File: src/rtl/bpa_pkg.sv
`timescale 1ns / 1ps
`default_nettype none
package bpa_pkg;
  localparam int unsigned PageCount  = 1024;
  localparam int unsigned OrderCount = 11;
  localparam int unsigned PageW      = 10;
  localparam int unsigned LinkW      = 11;
  localparam int unsigned OrderW     = 4;
  localparam int unsigned TotalW     = 11;
  localparam logic [LinkW-1:0] Nil   = LinkW'(PageCount);
  localparam logic [TotalW-1:0] TotalMax = 11'd2047;

  localparam logic [1:0] StOk     = 2'd0;
  localparam logic [1:0] StWmark  = 2'd1;
  localparam logic [1:0] StNoBlk  = 2'd2;
  localparam logic [1:0] StBadFree = 2'd3;

  localparam logic [1:0] RegZone    = 2'd0;
  localparam logic [1:0] RegLowMark = 2'd1;
  localparam logic [1:0] RegReserve = 2'd2;

  typedef enum logic [4:0] {
    S_CLEAR, S_IDLE, S_DECODE, S_WM_STEP, S_SEARCH, S_TAKE_RD, S_UNLINK_A, S_UNLINK_B,
    S_SPLIT, S_PUSH_CHK, S_PUSH_RD, S_PUSH_UNL_A, S_PUSH_UNL_B, S_PUSH_WR,
    S_FREE_CHK, S_FREE_RD, S_FREE_TEST, S_RESULT
  } state_e;

  // Datapath command per cycle.
  typedef struct packed {
    logic clr_step;      // clear one free-head flag after reset
    logic load_item;     // capture input item
    logic wm_init;       // start watermark check
    logic wm_step;       // one order of the watermark loop
    logic search_step;   // advance list search
    logic rd_meta;       // issue metadata read of cur page, tgt or buddy
    logic unlink_a;      // fix predecessor / list head
    logic unlink_b;      // fix successor, clear head flag, count down
    logic take_head;     // cur page := list head of search order
    logic sub_total;     // subtract allocation size
    logic split_step;    // k--, tgt := page + 2^k
    logic sel_tgt;       // metadata address := tgt
    logic push_wr;       // push tgt on list k, or the freed block on its order list
    logic add_total;     // add freed size
    logic merge_step;    // unlink buddy, widen block
    logic sel_buddy;     // metadata address := buddy
    logic set_status;
    logic [1:0] status;
    logic out_load;
  } bpa_cmd_t;

  typedef struct packed {
    logic clr_last;
    logic op_free;
    logic order_bad;
    logic wm_fail;
    logic wm_done;
    logic list_found;
    logic search_end;
    logic split_done;
    logic tgt_in_range;
    logic tgt_is_head;
    logic free_bad;
    logic can_merge_idx;
    logic buddy_merge;
  } bpa_sts_t;
endpackage
`default_nettype wire

File: src/rtl/bpa_ctrl.sv
`timescale 1ns / 1ps
`default_nettype none
module bpa_ctrl (
  input  wire logic            clk_i,
  input  wire logic            rst_ni,
  input  wire logic            in_valid_i,
  output logic                 in_ready_o,
  output logic                 out_valid_o,
  input  wire logic            out_ready_i,
  input  wire bpa_pkg::bpa_sts_t sts_i,
  output bpa_pkg::bpa_cmd_t    cmd_o
);
  import bpa_pkg::*;
  state_e state_q, state_d;
  logic   ov_q, ov_d;

  always_ff @(posedge clk_i or negedge rst_ni) begin
    if (!rst_ni) begin
      state_q <= S_CLEAR;
      ov_q    <= 1'b0;
    end else begin
      state_q <= state_d;
      ov_q    <= ov_d;
    end
  end

  assign out_valid_o = ov_q;

  always_comb begin
    state_d    = state_q;
    cmd_o      = '0;
    in_ready_o = 1'b0;
    ov_d       = ov_q && !out_ready_i;
    case (state_q)
      S_CLEAR: begin
        cmd_o.clr_step = 1'b1;
        if (sts_i.clr_last) state_d = S_IDLE;
      end
      S_IDLE: begin
        in_ready_o = 1'b1;
        if (in_valid_i) begin
          cmd_o.load_item = 1'b1;
          state_d = S_DECODE;
        end
      end
      S_DECODE: begin
        if (sts_i.op_free) begin
          cmd_o.rd_meta = 1'b1;
          state_d = S_FREE_CHK;
        end else if (sts_i.order_bad) begin
          cmd_o.set_status = 1'b1;
          cmd_o.status = StNoBlk;
          state_d = S_RESULT;
        end else begin
          cmd_o.wm_init = 1'b1;
          state_d = S_WM_STEP;
        end
      end
      S_WM_STEP: begin
        if (sts_i.wm_fail) begin
          cmd_o.set_status = 1'b1;
          cmd_o.status = StWmark;
          state_d = S_RESULT;
        end else if (sts_i.wm_done) begin
          state_d = S_SEARCH;
        end else begin
          cmd_o.wm_step = 1'b1;
        end
      end
      S_SEARCH: begin
        if (sts_i.search_end) begin
          cmd_o.set_status = 1'b1;
          cmd_o.status = StNoBlk;
          state_d = S_RESULT;
        end else if (sts_i.list_found) begin
          cmd_o.take_head = 1'b1;
          state_d = S_TAKE_RD;
        end else begin
          cmd_o.search_step = 1'b1;
        end
      end
      S_TAKE_RD: begin
        cmd_o.rd_meta = 1'b1;
        state_d = S_UNLINK_A;
      end
      S_UNLINK_A: begin
        cmd_o.unlink_a = 1'b1;
        state_d = S_UNLINK_B;
      end
      S_UNLINK_B: begin
        cmd_o.unlink_b = 1'b1;
        cmd_o.sub_total = 1'b1;
        state_d = S_SPLIT;
      end
      S_SPLIT: begin
        if (sts_i.split_done) begin
          cmd_o.set_status = 1'b1;
          cmd_o.status = StOk;
          state_d = S_RESULT;
        end else begin
          cmd_o.split_step = 1'b1;
          state_d = S_PUSH_CHK;
        end
      end
      S_PUSH_CHK: begin
        cmd_o.sel_tgt = 1'b1;
        if (!sts_i.tgt_in_range) begin
          state_d = S_SPLIT;
        end else begin
          cmd_o.rd_meta = 1'b1;
          state_d = S_PUSH_RD;
        end
      end
      S_PUSH_RD: begin
        if (sts_i.tgt_is_head) begin
          state_d = S_PUSH_UNL_A;
        end else begin
          state_d = S_PUSH_WR;
        end
      end
      S_PUSH_UNL_A: begin
        cmd_o.unlink_a = 1'b1;
        state_d = S_PUSH_UNL_B;
      end
      S_PUSH_UNL_B: begin
        cmd_o.unlink_b = 1'b1;
        state_d = S_PUSH_WR;
      end
      S_PUSH_WR: begin
        cmd_o.push_wr = 1'b1;
        state_d = sts_i.op_free ? S_RESULT : S_SPLIT;
        if (sts_i.op_free) begin
          cmd_o.set_status = 1'b1;
          cmd_o.status = StOk;
        end
      end
      S_FREE_CHK: begin
        if (sts_i.free_bad) begin
          cmd_o.set_status = 1'b1;
          cmd_o.status = StBadFree;
          state_d = S_RESULT;
        end else begin
          cmd_o.add_total = 1'b1;
          state_d = S_FREE_RD;
        end
      end
      S_FREE_RD: begin
        cmd_o.sel_buddy = 1'b1;
        if (sts_i.can_merge_idx) begin
          cmd_o.rd_meta = 1'b1;
          state_d = S_FREE_TEST;
        end else begin
          state_d = S_PUSH_WR;
        end
      end
      S_FREE_TEST: begin
        if (sts_i.buddy_merge) begin
          cmd_o.unlink_a = 1'b1;
          cmd_o.merge_step = 1'b1;
          state_d = S_FREE_RD;
        end else begin
          state_d = S_PUSH_WR;
        end
      end
      S_RESULT: begin
        if (!ov_q || out_ready_i) begin
          cmd_o.out_load = 1'b1;
          ov_d = 1'b1;
          state_d = S_IDLE;
        end
      end
      default: state_d = S_IDLE;
    endcase
  end
endmodule
`default_nettype wire

File: config.mk
export PLATFORM = sky130hd
export DESIGN_NAME = bpa_ctrl
export DESIGN_NICKNAME = d
export VERILOG_FILES = /design/src/rtl/bpa_pkg.sv /design/src/rtl/bpa_ctrl.sv
export SDC_FILE = /design/constraint.sdc
export NUM_CORES = 1
export LEC_CHECK = 0
export ABC_AREA = 0
export BUFFER_PORTS_ARGS = -buffer_cell sky130_fd_sc_hd__buf_2
export CAP_MARGIN = 5
export CORE_ASPECT_RATIO = 0.8
export CORE_MARGIN = 3
export CORE_UTILIZATION = 51
export CTS_BUF_LIST = sky130_fd_sc_hd__clkbuf_4 sky130_fd_sc_hd__clkbuf_8 sky130_fd_sc_hd__clkbuf_16
export CTS_CLUSTER_SIZE = 20
export DETAILED_ROUTE_END_ITERATION = 10
export GPL_ROUTABILITY_DRIVEN = 0
export PLACE_DENSITY_LB_ADDON = 0.15
export SLEW_MARGIN = 15
export SYNTH_ARGS = -nofsm -noshare
export SYNTH_HDL_FRONTEND = slang
export SYNTH_SLANG_ARGS = --single-unit
export TNS_END_PERCENT = 10
File: constraint.sdc
create_clock -name clk_i -period 2.28 [get_ports clk_i]
set_input_delay 0.342 -clock clk_i [delete_from_list [all_inputs] [get_ports clk_i]]
set_output_delay 0.342 -clock clk_i [all_outputs]
set_load 0.02 [all_outputs]
# Word-level counts from Yosys, hierarchy flattened
# Cells that the tools add are included.
[word_totals] register_bits=6 inputBits=17 word_cells=93
[classes] n_eq_ne=22 n_mux=61 reduce_logical=8
[ops] operator="$pmux 5 s18" count=1
[ops] operator="$mux 5" count=13
[ops] operator="$eq 5x4->1 const B" count=8
[ops] operator="$mux 1" count=34
[ops] operator="$mux 3" count=8
[ops] operator="$eq 5x3->1 const B" count=4
[ops] operator="$pmux 3 s6" count=1
[ops] operator="$eq 5x2->1 const B" count=2
[ops] operator="$eq 5x5->1 const B" count=2
[ops] operator="$ne 2x2->1 const B" count=3
[ops] operator="$ne 3x3->1 const B" count=2
[ops] operator="$eq 5x1->1 const B" count=1
[ops] operator="$logic_not 5->1" count=1
[ops] operator="$reduce_and 5->1" count=1
[ops] operator="$mux 2" count=2
[ops] operator="$pmux 1 s4" count=1
[ops] operator="$reduce_or 2->1" count=2
[ops] operator="$logic_not 1->1" count=2
[ops] operator="$pmux 1 s2" count=1
[ops] operator="$logic_and 1x1->1" count=1
[ops] operator="$logic_or 1x1->1" count=1

# Logic depth before layout (Yosys ltp)
# Gate-level depths: netlist of the first run.
[depth] ltp_word=4 depth_mapped=7 depth_no_buf=5

# Least setup slack after synthesis of the first run
# No wires, ideal clock.
[synth_path] kind="register to output" start="reg state_q[1]" end="out cmd_o[13] (netlist bit)" arrival_ns=1.652 required_ns=1.938 path_slack_ns=0.286 stages_incl_launch_ff=7 n_path_buf=3 cell_sequence="dfrtp_1 > clkbuf_2 > buf_4 > buf_6 > nor4b_2 > a21oi_1 > o32ai_1"
[synth_lines] element="start: declaration" line_no="bpa_ctrl.sv:14" rtl="state_e state_q, state_d;"
[synth_lines] element="start signal: assignment" line_no="bpa_ctrl.sv:22" rtl="state_q <= state_d;"
[synth_lines] element="end: declaration" line_no="bpa_ctrl.sv:11" rtl="output bpa_pkg::bpa_cmd_t cmd_o"

==> flow_summary.yaml, run 1 <==
status:
  status: "finished clean"
timing:
  period_share: 0.9484
  max_freq_ghz: 0.4624
  slew_violations: 0
  finalHoldViolations: 0
  relSlewSlack: 0.6476
  rsz0062_at_grt: "no"
  tightest_slew_ns: 0.5286
  setup_violations: 0
  tns_ns: 0
  period_minus_slack_ns: 2.162
  finClkSkew_ns: 0.001710
power_and_ir_drop:
  power.density_nw_per_um2: 1145
  p_leak_nw: 0.5426
  finalPower_w: 0.001295
  ir_worst_vdd_mv: 0.5782
layout:
  design_area_sq_um: 1131
  layout_common_cells: "buf_2, nor2_1, nand2_1, nor3_1"
  drive_above_1_share: 0.3580
  antenna_cells: 0
  syn_to_final_growth_pct: 23.50
  fill_cells: 156
  fin_nets: 181
  final_common_cell: "buf_2"
  final_cells: 184
  finalCoreUtilization: 0.6818
worst_setup_path:
  crit_slowest_cell: "dfrtp_1"
  cp.required_ns: 1.94
  crit_chain: "inv_1, nand3_1, nor3_1, a211o_1, buf_2"
  critical_path_class: "flip-flop to output port"
  arrival_ns: 1.82
  cp-start-kind: "flip-flop"
  cp-startpoint: "state_q[4]$_DFFE_PN0P_"
  reg2reg_from: "state_q[0]$_DFFE_PN0P_"
  crit_path_end_kind: "output port"
  crit_path_max_incr_delay_ns: 0.58
  worstPathMaxFanout: 13
global_routing:
  grt_max_degree: 18
  grt_overflow: 0
  grt_pass1_wl_mm: 4.422
  grt_use_total: 0.2507
  antenna_found_initial: 0
  grt_pass1_vias: 991
logic_synthesis:
  synth_nets: 141
  postSynthCellCount: 124
  synth-edff-count: 0
  ys_warn_count: 0
  synth_top_flop_cell: "dfrtp_1"
  ys_seq_area_frac: 0.1639
  yosysUniqueCellTypes: 48
  yosys.area.top_type: "dfrtp_1"
  avgSynthCellArea_sq_um: 7.386
  async_flop_share: 1.000
  synth_area_leaders: "dfrtp_1, nor2_1, nor3_1"
  yosysTopAreaCellShare: 0.1639
  synth_area_sq_um: 915.9
  ys_ff_latch: 6
clocking:
  cts_buffer_depth: 2
  htree_levels: 1
  cts.sinks: 6
  root_buffer: "clkbuf_4"
  cts_inserted_buffers: 3
  clk_pin_slew_ns: 0.04
  cts_tree: "yes"
  clk_latency_ns: 0.24
  postCtsSetupBuffers: 0
drt:
  vias: 1125
  wl_per_cell_um: 15.13
  wl_mm: 2.783
  drt_first_pass_iters: 4
  drc: 0
  antenna_left: 0
  drt-initial-drc-count: 61
  via_per_inst: 6.114
placement:
  dp_hpwl_mm: 2.219
  numPortBuffers: 38
  place_inst: 180
  postPlaceCellArea_sq_um: 1096
min_path:
  worstHoldStart: "out_ready_i"
  min_path_type: "input pin to flip-flop"
floorplan:
  initial_core_util: 0.5520
  dieWidth_um: 53.38
  die_y_um: 43.91
  ios: 39
  core-area_sq_um: 1659
  rows: 13
  die_area_sq_um: 2344
job:
  max_cap_viol_count: 0
## area by class of cell
cell class / count / area [sq um] / share of cell area
multi-input cells: 105 / 676.9 / 0.5985
repair buffers: 43 / 230.2 / 0.2035
flip-flops and latches: 6 / 152.6 / 0.1350
well taps: 22 / 27.53 / 0.02434
clock buffers: 3 / 22.52 / 0.01991
inverters: 5 / 21.27 / 0.01881
## layer usage
metal,GRT usage,vias to the layer above,part of all wire
li1,-,541,-
met5,0,-,0
met4,0.05612,0,0.012
met1,0.3410,496,0.42
met2,0.3863,83,0.45
met3,0.07904,5,0.12
## final timing paths
path                            slack (ns)                endpoint  cells after the start
worst max-delay path                  0.12                cmd_o[3]                      5
worst max register to register        0.47  state_q[1]$_DFFE_PN0P_                      6
worst min-delay path                  0.40   out_valid_o$_DFF_PN0_                      3
worst min register to register        0.69   out_valid_o$_DFF_PN0_                      2
max in group asynchronous             1.67  state_q[1]$_DFFE_PN0P_                      2
min in group asynchronous             0.45  state_q[3]$_DFFE_PN0P_                      2
## state kept, by name, indices dropped and copies added (netlist names)
signal,cells
state_q,5
out_valid_o,1
## through the flow
stage	worst slack (ns)	hold WS (ns)
finish	0.1176	0.3966
global route	0.009384	0.4045
CTS	0.05730	0.3901
detailed placement	0.3210	0.1694
global placement	0.2989	0.1669
floorplan	0.2863	0.04641
## timing repair
| item | 4_1_cts | 5_1_grt |
|---|---|---|
| hold buffers | 1 | 0 |
| endpoints found under the hold margin | 6 | 0 |
| setup endpoints to repair | 0 | 2 |
| gates resized for setup | 0 | 2 |
## critical path: cells and delay by family (launching register included)
kind	cells	cell delay [ns]
flops	1	0.58
compound gates	1	0.32
simple gates	2	0.31
buf+inv	2	0.36
## synthesized netlist by cell type (2+ instances only)
cell type	n
mux2i_1	3
nand2_1	9
nor3_1	9
o22ai_1	2
nand3_1	4
nor2b_1	7
a21oi_1	7
inv_1	3
nand2b_1	5
nor3b_1	2
a31oi_1	4
nor2_1	13
a2bb2oi_1	2
and3_1	3
dfrtp_1	6
o21ai_0	7
buf_6	4
buf_2	2
a32oi_1	2
nand3b_1	2
## power breakdown
group          switching (W)  internal (W)
logic               0.000539      0.000378
registers           0.000136      0.000148
clock network      0.0000351     0.0000593
## cell families (layout without fill, tap and decap cells)
logic type | Yosys count | after routing | synth area share
compound gates | 36 | 36 | 0.2705
buf+inv | 13 | 51 | 0.09699
flops | 6 | 6 | 0.1639
simple gates | 66 | 66 | 0.4358
mux | 3 | 3 | 0.03279
(Power assumes the default switching activity.)
==> run 2, diff against run 1 <==
Settings changed: ABC_AREA 0 to 1, CORE_UTILIZATION 51 to 48.
==> flow_summary.yaml, run 2 <==
worst_setup_path:
  arrival_ns: 1.72
  r2r_slack_ns: 0.65
  worstPathMaxFanout: 6
  critical_path_class: "flip-flop to output port"
  cp-start-kind: "flip-flop"
  cp.required_ns: 1.94
  crit_path_end_kind: "output port"
  critPathBufInv: 3
  crit_chain: "nor2_1, inv_2, nor2_2, inv_1, o21a_1, nand2_1, buf_2"
  crit_family: "simple AND/OR/NAND/NOR gates"
  crit_slowest_cell: "dfrtp_1"
  crit_path_max_incr_delay_ns: 0.43
drt:
  antenna_left: 0
  vias: 1157
  drt-initial-drc-count: 89
  wl_mm: 2.628
  via_per_inst: 5.307
  wl_per_cell_um: 12.06
  drc: 0
  drt_first_pass_iters: 6
logic_synthesis:
  synth_area_sq_um: 785.8
  ys_ff_latch: 6
  synth_top_flop_cell: "dfrtp_1"
  postSynthCellCount: 155
  yosysMostFrequentCell: "nand2_1"
  avgSynthCellArea_sq_um: 5.069
  synth-edff-count: 0
  ys_seq_area_frac: 0.1911
  async_flop_share: 1.000
  yosysTopAreaCellShare: 0.2484
  yosys.area.top_type: "nand2_1"
  synth_nets: 172
  synth_area_leaders: "nand2_1, dfrtp_1, nor2_1"
  yosysUniqueCellTypes: 18
  synthTopCellsByCount: "nand2_1, nor2_1, inv_1"
  ys_warn_count: 0
power_and_ir_drop:
  ir_worst_vdd_mv: 0.6189
  power.density_nw_per_um2: 1150
  switching_power_w: 0.0007068
  p_int_w: 0.0004830
  finalPower_w: 0.001190
  p_leak_nw: 0.7205
  comb_power_share: 0.735
  pwr-share-seq: 0.187
  pwr-share-clk: 0.078
  p_sw_frac: 0.5940
clocking:
  cts_inserted_buffers: 3
  clk_latency_ns: 0.24
  root_buffer: "clkbuf_4"
  cts.sinks: 6
  clk_pin_slew_ns: 0.05
  htree_levels: 1
  postCtsSetupBuffers: 0
  cts_buffer_depth: 2
  cts_tree: "yes"
floorplan:
  die_y_um: 42.19
  die_area_sq_um: 2162
  core-area_sq_um: 1456
  initial_core_util: 0.5395
  ios: 39
  dieWidth_um: 51.24
  rows: 12
global_routing:
  grt_pass1_wl_mm: 4.015
  grt_overflow: 0
  antenna_found_initial: 0
  grt_use_total: 0.2386
  grt_max_degree: 8
  grt_pass1_vias: 942
timing:
  tightest_slew_ns: 0.3632
  finClkSkew_ns: 0.004479
  period_share: 0.9055
  finalHoldViolations: 0
  relSlewSlack: 0.7560
  max_freq_ghz: 0.4844
  slew_violations: 0
  tns_ns: 0
  setup_violations: 0
  rsz0062_at_grt: "no"
  period_minus_slack_ns: 2.064
status:
  status: "finished clean"
layout:
  layout_common_cells: "nand2_1, buf_2, nor2_1"
  fin_nets: 216
  syn_to_final_growth_pct: 31.69
  antenna_cells: 0
  top_register: "state_q"
  final_common_cell: "nand2_1"
  drive_above_1_share: 0.2538
  largest_reg_flops: 5
job:
  max_cap_viol_count: 0
placement:
  numPortBuffers: 38
  dp_hpwl_mm: 2.141
min_path:
  min_path_type: "input pin to flip-flop"
==> run 2: cell count changes in the layout (fill, tap and decap cells not counted), sizes merged, moves of 5 or more <==
| cell | change |
|---|---|
| nor2 | +23 |
| nor2b | -7 |
| o21ai | -6 |
| nand3 | +7 |
| nand2 | +42 |
| inv | +24 |
| nand2b | -5 |
==> run 2: metal layers <==
metal	vias to the layer above	GRT usage	share of wire
met4	0	0.05236	0.012
met5	-	0	0
met1	486	0.3297	0.40
met2	96	0.3856	0.44
met3	10	0.04270	0.15
li1	565	-	-
==> run 2: worst paths after layout <==
kind	start	end	cells past startpoint
worst max-delay path	state_q[2]$_DFFE_PN0P_	cmd_o[3]	7
worst min-delay path	out_ready_i	out_valid_o$_DFF_PN0_	4
worst max register to register	state_q[1]$_DFFE_PN0P_	state_q[1]$_DFFE_PN0P_	8
worst min register to register	out_valid_o$_DFF_PN0_	out_valid_o$_DFF_PN0_	2
max in group asynchronous	rst_ni	out_valid_o$_DFF_PN0_	2
min in group asynchronous	rst_ni	state_q[4]$_DFFE_PN0P_	2
==> run 2: layout make-up <==
cell class / count / area (sq um)
Multi-Input combinational cell: 120 / 526.8
Clock buffer: 3 / 22.52
Inverter: 29 / 108.9
Tap cell: 21 / 26.28
Sequential cell: 6 / 150.1
Timing Repair Buffer: 39 / 200.2
Fill cell: 124 / 421.7
==> run 2: cells by family (layout without fill, tap and decap cells) <==
family | Yosys count | after routing | synth area share
flip-flops | 6 | 6 | 0.1911
AO/OA/AOI/OAI | 9 | 9 | 0.07485
buffers and inverters | 29 | 71 | 0.1385
AND/OR/NAND/NOR | 111 | 111 | 0.5955
==> run 2: metrics by stage <==
step | worst slack (ns) | utilization | std cells | hold slack (ns) | instance area, sq um
finish | 0.2156 | 0.7105 | 218 | 0.3882 | 1035
global route | 0.07971 | 0.7105 | 218 | 0.3944 | 1035
CTS | 0.2462 | 0.7105 | 218 | 0.3841 | 1035
detailed placement | 0.4969 | 0.6881 | 214 | 0.1662 | 1002
global placement | 0.5423 | 0.6881 | 214 | 0.1638 | 1002
floorplan | 0.5645 | - | 155 | 0.04641 | 785.8
==> run 2: what timing repair did <==
action / 4_1_cts / 5_1_grt
endpoints found under the setup margin: 0 / 0
hold endpoints to repair: 6 / 0
gates resized for setup: 0 / 0
hold buffers: 1 / 0
==> run 2: worst reg2reg max path, cell delays in order, from the launching register on <==
cell and delay, ns:
dfrtp_1 0.44, nor2_1 0.20, nand2_1 0.20, nor2_1 0.21, nand3_1 0.16, nand2_1 0.12
nor3_2 0.06, nand2_1 0.08, nand2_1 0.05
==> run 2: power groups by stage <==
stage / Combinational, W / Sequential (W) / Clock [W]
final: 0.000874 / 0.000223 / 0.0000932
after global routing: 0.000955 / 0.000228 / 0.0000997
after CTS: 0.000853 / 0.000219 / 0.0000925
after detailed placement: 0.000846 / 0.000221 / 0
after global placement: 0.000842 / 0.000213 / 0
after floorplan: 0.000612 / 0.000216 / 0
==> run 3, diff against run 2 <==
Settings changed: CORE_MARGIN 3 to not set.
==> flow_summary.yaml, run 3 (same netlist as run 2, synthesis figures left out) <==
layout:
  syn_to_final_growth_pct: 32.01
  drive_above_1_share: 0.2589
  layout_common_cells: "nand2_1, buf_2, nor2_1"
  top_register: "state_q"
  fin_nets: 216
  antenna_cells: 0
  final_common_cell: "nand2_1"
  largest_reg_flops: 5
clocking:
  root_buffer: "clkbuf_4"
  cts_tree: "yes"
  cts.sinks: 6
  clk_latency_ns: 0.24
  clk_pin_slew_ns: 0.04
  cts_inserted_buffers: 3
  postCtsSetupBuffers: 0
  cts_buffer_depth: 2
  htree_levels: 1
drt:
  wl_mm: 2.626
  vias: 1153
  antenna_left: 0
  wl_per_cell_um: 12.05
  via_per_inst: 5.289
  drc: 0
  drt-initial-drc-count: 74
  drt_first_pass_iters: 5
timing:
  finalHoldViolations: 0
  rsz0062_at_grt: "no"
  setup_violations: 0
  period_share: 0.9086
  tns_ns: 0
  tightest_slew_ns: 0.3941
  max_freq_ghz: 0.4827
  relSlewSlack: 0.7352
  finClkSkew_ns: 0.004504
  slew_violations: 0
  period_minus_slack_ns: 2.072
  whs_ns: 0.3935
job:
  max_cap_viol_count: 0
worst_setup_path:
  cp-start-kind: "flip-flop"
  worstPathMaxFanout: 7
  cp.required_ns: 1.94
  arrival_ns: 1.73
  critical_path_class: "flip-flop to output port"
  crit_path_end_kind: "output port"
power_and_ir_drop:
  pwr-share-seq: 0.188
  ir_worst_vdd_mv: 0.5990
  finalPower_w: 0.001200
  pwr-share-clk: 0.080
  p_leak_nw: 0.7210
  switching_power_w: 0.0007156
  p_int_w: 0.0004846
  p_sw_frac: 0.5962
  power.density_nw_per_um2: 1157
  comb_power_share: 0.732
min_path:
  min_path_type: "input pin to flip-flop"
floorplan:
  ios: 39
  die_y_um: 38.19
  dieWidth_um: 47.24
  core-area_sq_um: 1456
  initial_core_util: 0.5395
  rows: 12
  die_area_sq_um: 1804
global_routing:
  grt_pass1_vias: 949
  grt_overflow: 0
  grt_use_total: 0.3320
  grt_max_degree: 8
  antenna_found_initial: 0
  grt_pass1_wl_mm: 4.153
status:
  status: "finished clean"
placement:
  numPortBuffers: 38
  dp_hpwl_mm: 2.175
run 3: cell counts in the layout (fill, tap and decap cells not counted):
Identical to the previous run, type by type.
run 3: area by class of cell:
cell class | instances | area [sq um]
Multi-Input combinational cell | 120 | 529.3
Fill cell | 140 | 419.2
Timing Repair Buffer | 39 | 200.2
Sequential cell | 6 | 150.1
Inverter | 29 | 108.9
Tap cell | 21 | 26.28
Clock buffer | 3 | 22.52
run 3: path summary, 6_finish.rpt:
check | slack (ns) | end | from | cells past startpoint
setup / recovery | 0.21 | cmd_o[3] | state_q[1]$_DFFE_PN0P_ | 8
hold / removal | 0.39 | state_q[1]$_DFFE_PN0P_ | sts_i[8] | 4
setup reg to reg | 0.66 | state_q[2]$_DFFE_PN0P_ | state_q[1]$_DFFE_PN0P_ | 8
hold reg to reg | 0.56 | out_valid_o$_DFF_PN0_ | out_valid_o$_DFF_PN0_ | 2
max in group asynchronous | 1.69 | out_valid_o$_DFF_PN0_ | rst_ni | 2
min in group asynchronous | 0.45 | state_q[2]$_DFFE_PN0P_ | rst_ni | 2
run 3: critical path, cell delays in order, from the launching register on:
cell	delay, ns
dfrtp_1	0.45
nor2_1	0.21
nand2_1	0.20
nor2_1	0.21
nand2_1	0.10
nand2_1	0.07
nor2_1	0.05
nand2_1	0.06
buf_2	0.15
run 3: through the flow:
| step | utilization | area [sq um] | worst slack [ns] | std cells |
|---|---|---|---|---|
| 4_1_cts | 0.7105 | 1035 | 0.1603 | 218 |
| 3_5_place_dp | 0.6881 | 1002 | 0.4305 | 214 |
| 2_1_floorplan | - | 785.8 | 0.5645 | 155 |
| 5_1_grt | 0.7122 | 1037 | 0.09174 | 218 |
| 6_report | 0.7122 | 1037 | 0.2083 | 218 |
| 3_3_place_gp | 0.6881 | 1002 | 0.5438 | 214 |
run 3: timing repair:
item                                    4_1_cts  5_1_grt
resized for setup                             0        1
endpoints found under the hold margin         6        0
hold buffers                                  1        0
endpoints found under the setup margin        0        1
run 3: per-layer routing:
layer	global-route usage	share of wire
met2	0.5171	0.45
met3	0.04245	0.11
met5	0	0
met4	0.08571	0.027
met1	0.4781	0.42
run 3: power groups by stage:
| stage | sequential [W] | clock [W] | combinational [W] |
|---|---|---|---|
| 2_1_floorplan | 0.000216 | 0 | 0.000612 |
| 3_3_place_gp | 0.000213 | 0 | 0.000839 |
| 3_5_place_dp | 0.000221 | 0 | 0.000853 |
| 4_1_cts | 0.000219 | 0.0000962 | 0.000860 |
| 5_1_grt | 0.000232 | 0.000103 | 0.000959 |
| 6_report | 0.000226 | 0.0000955 | 0.000879 |
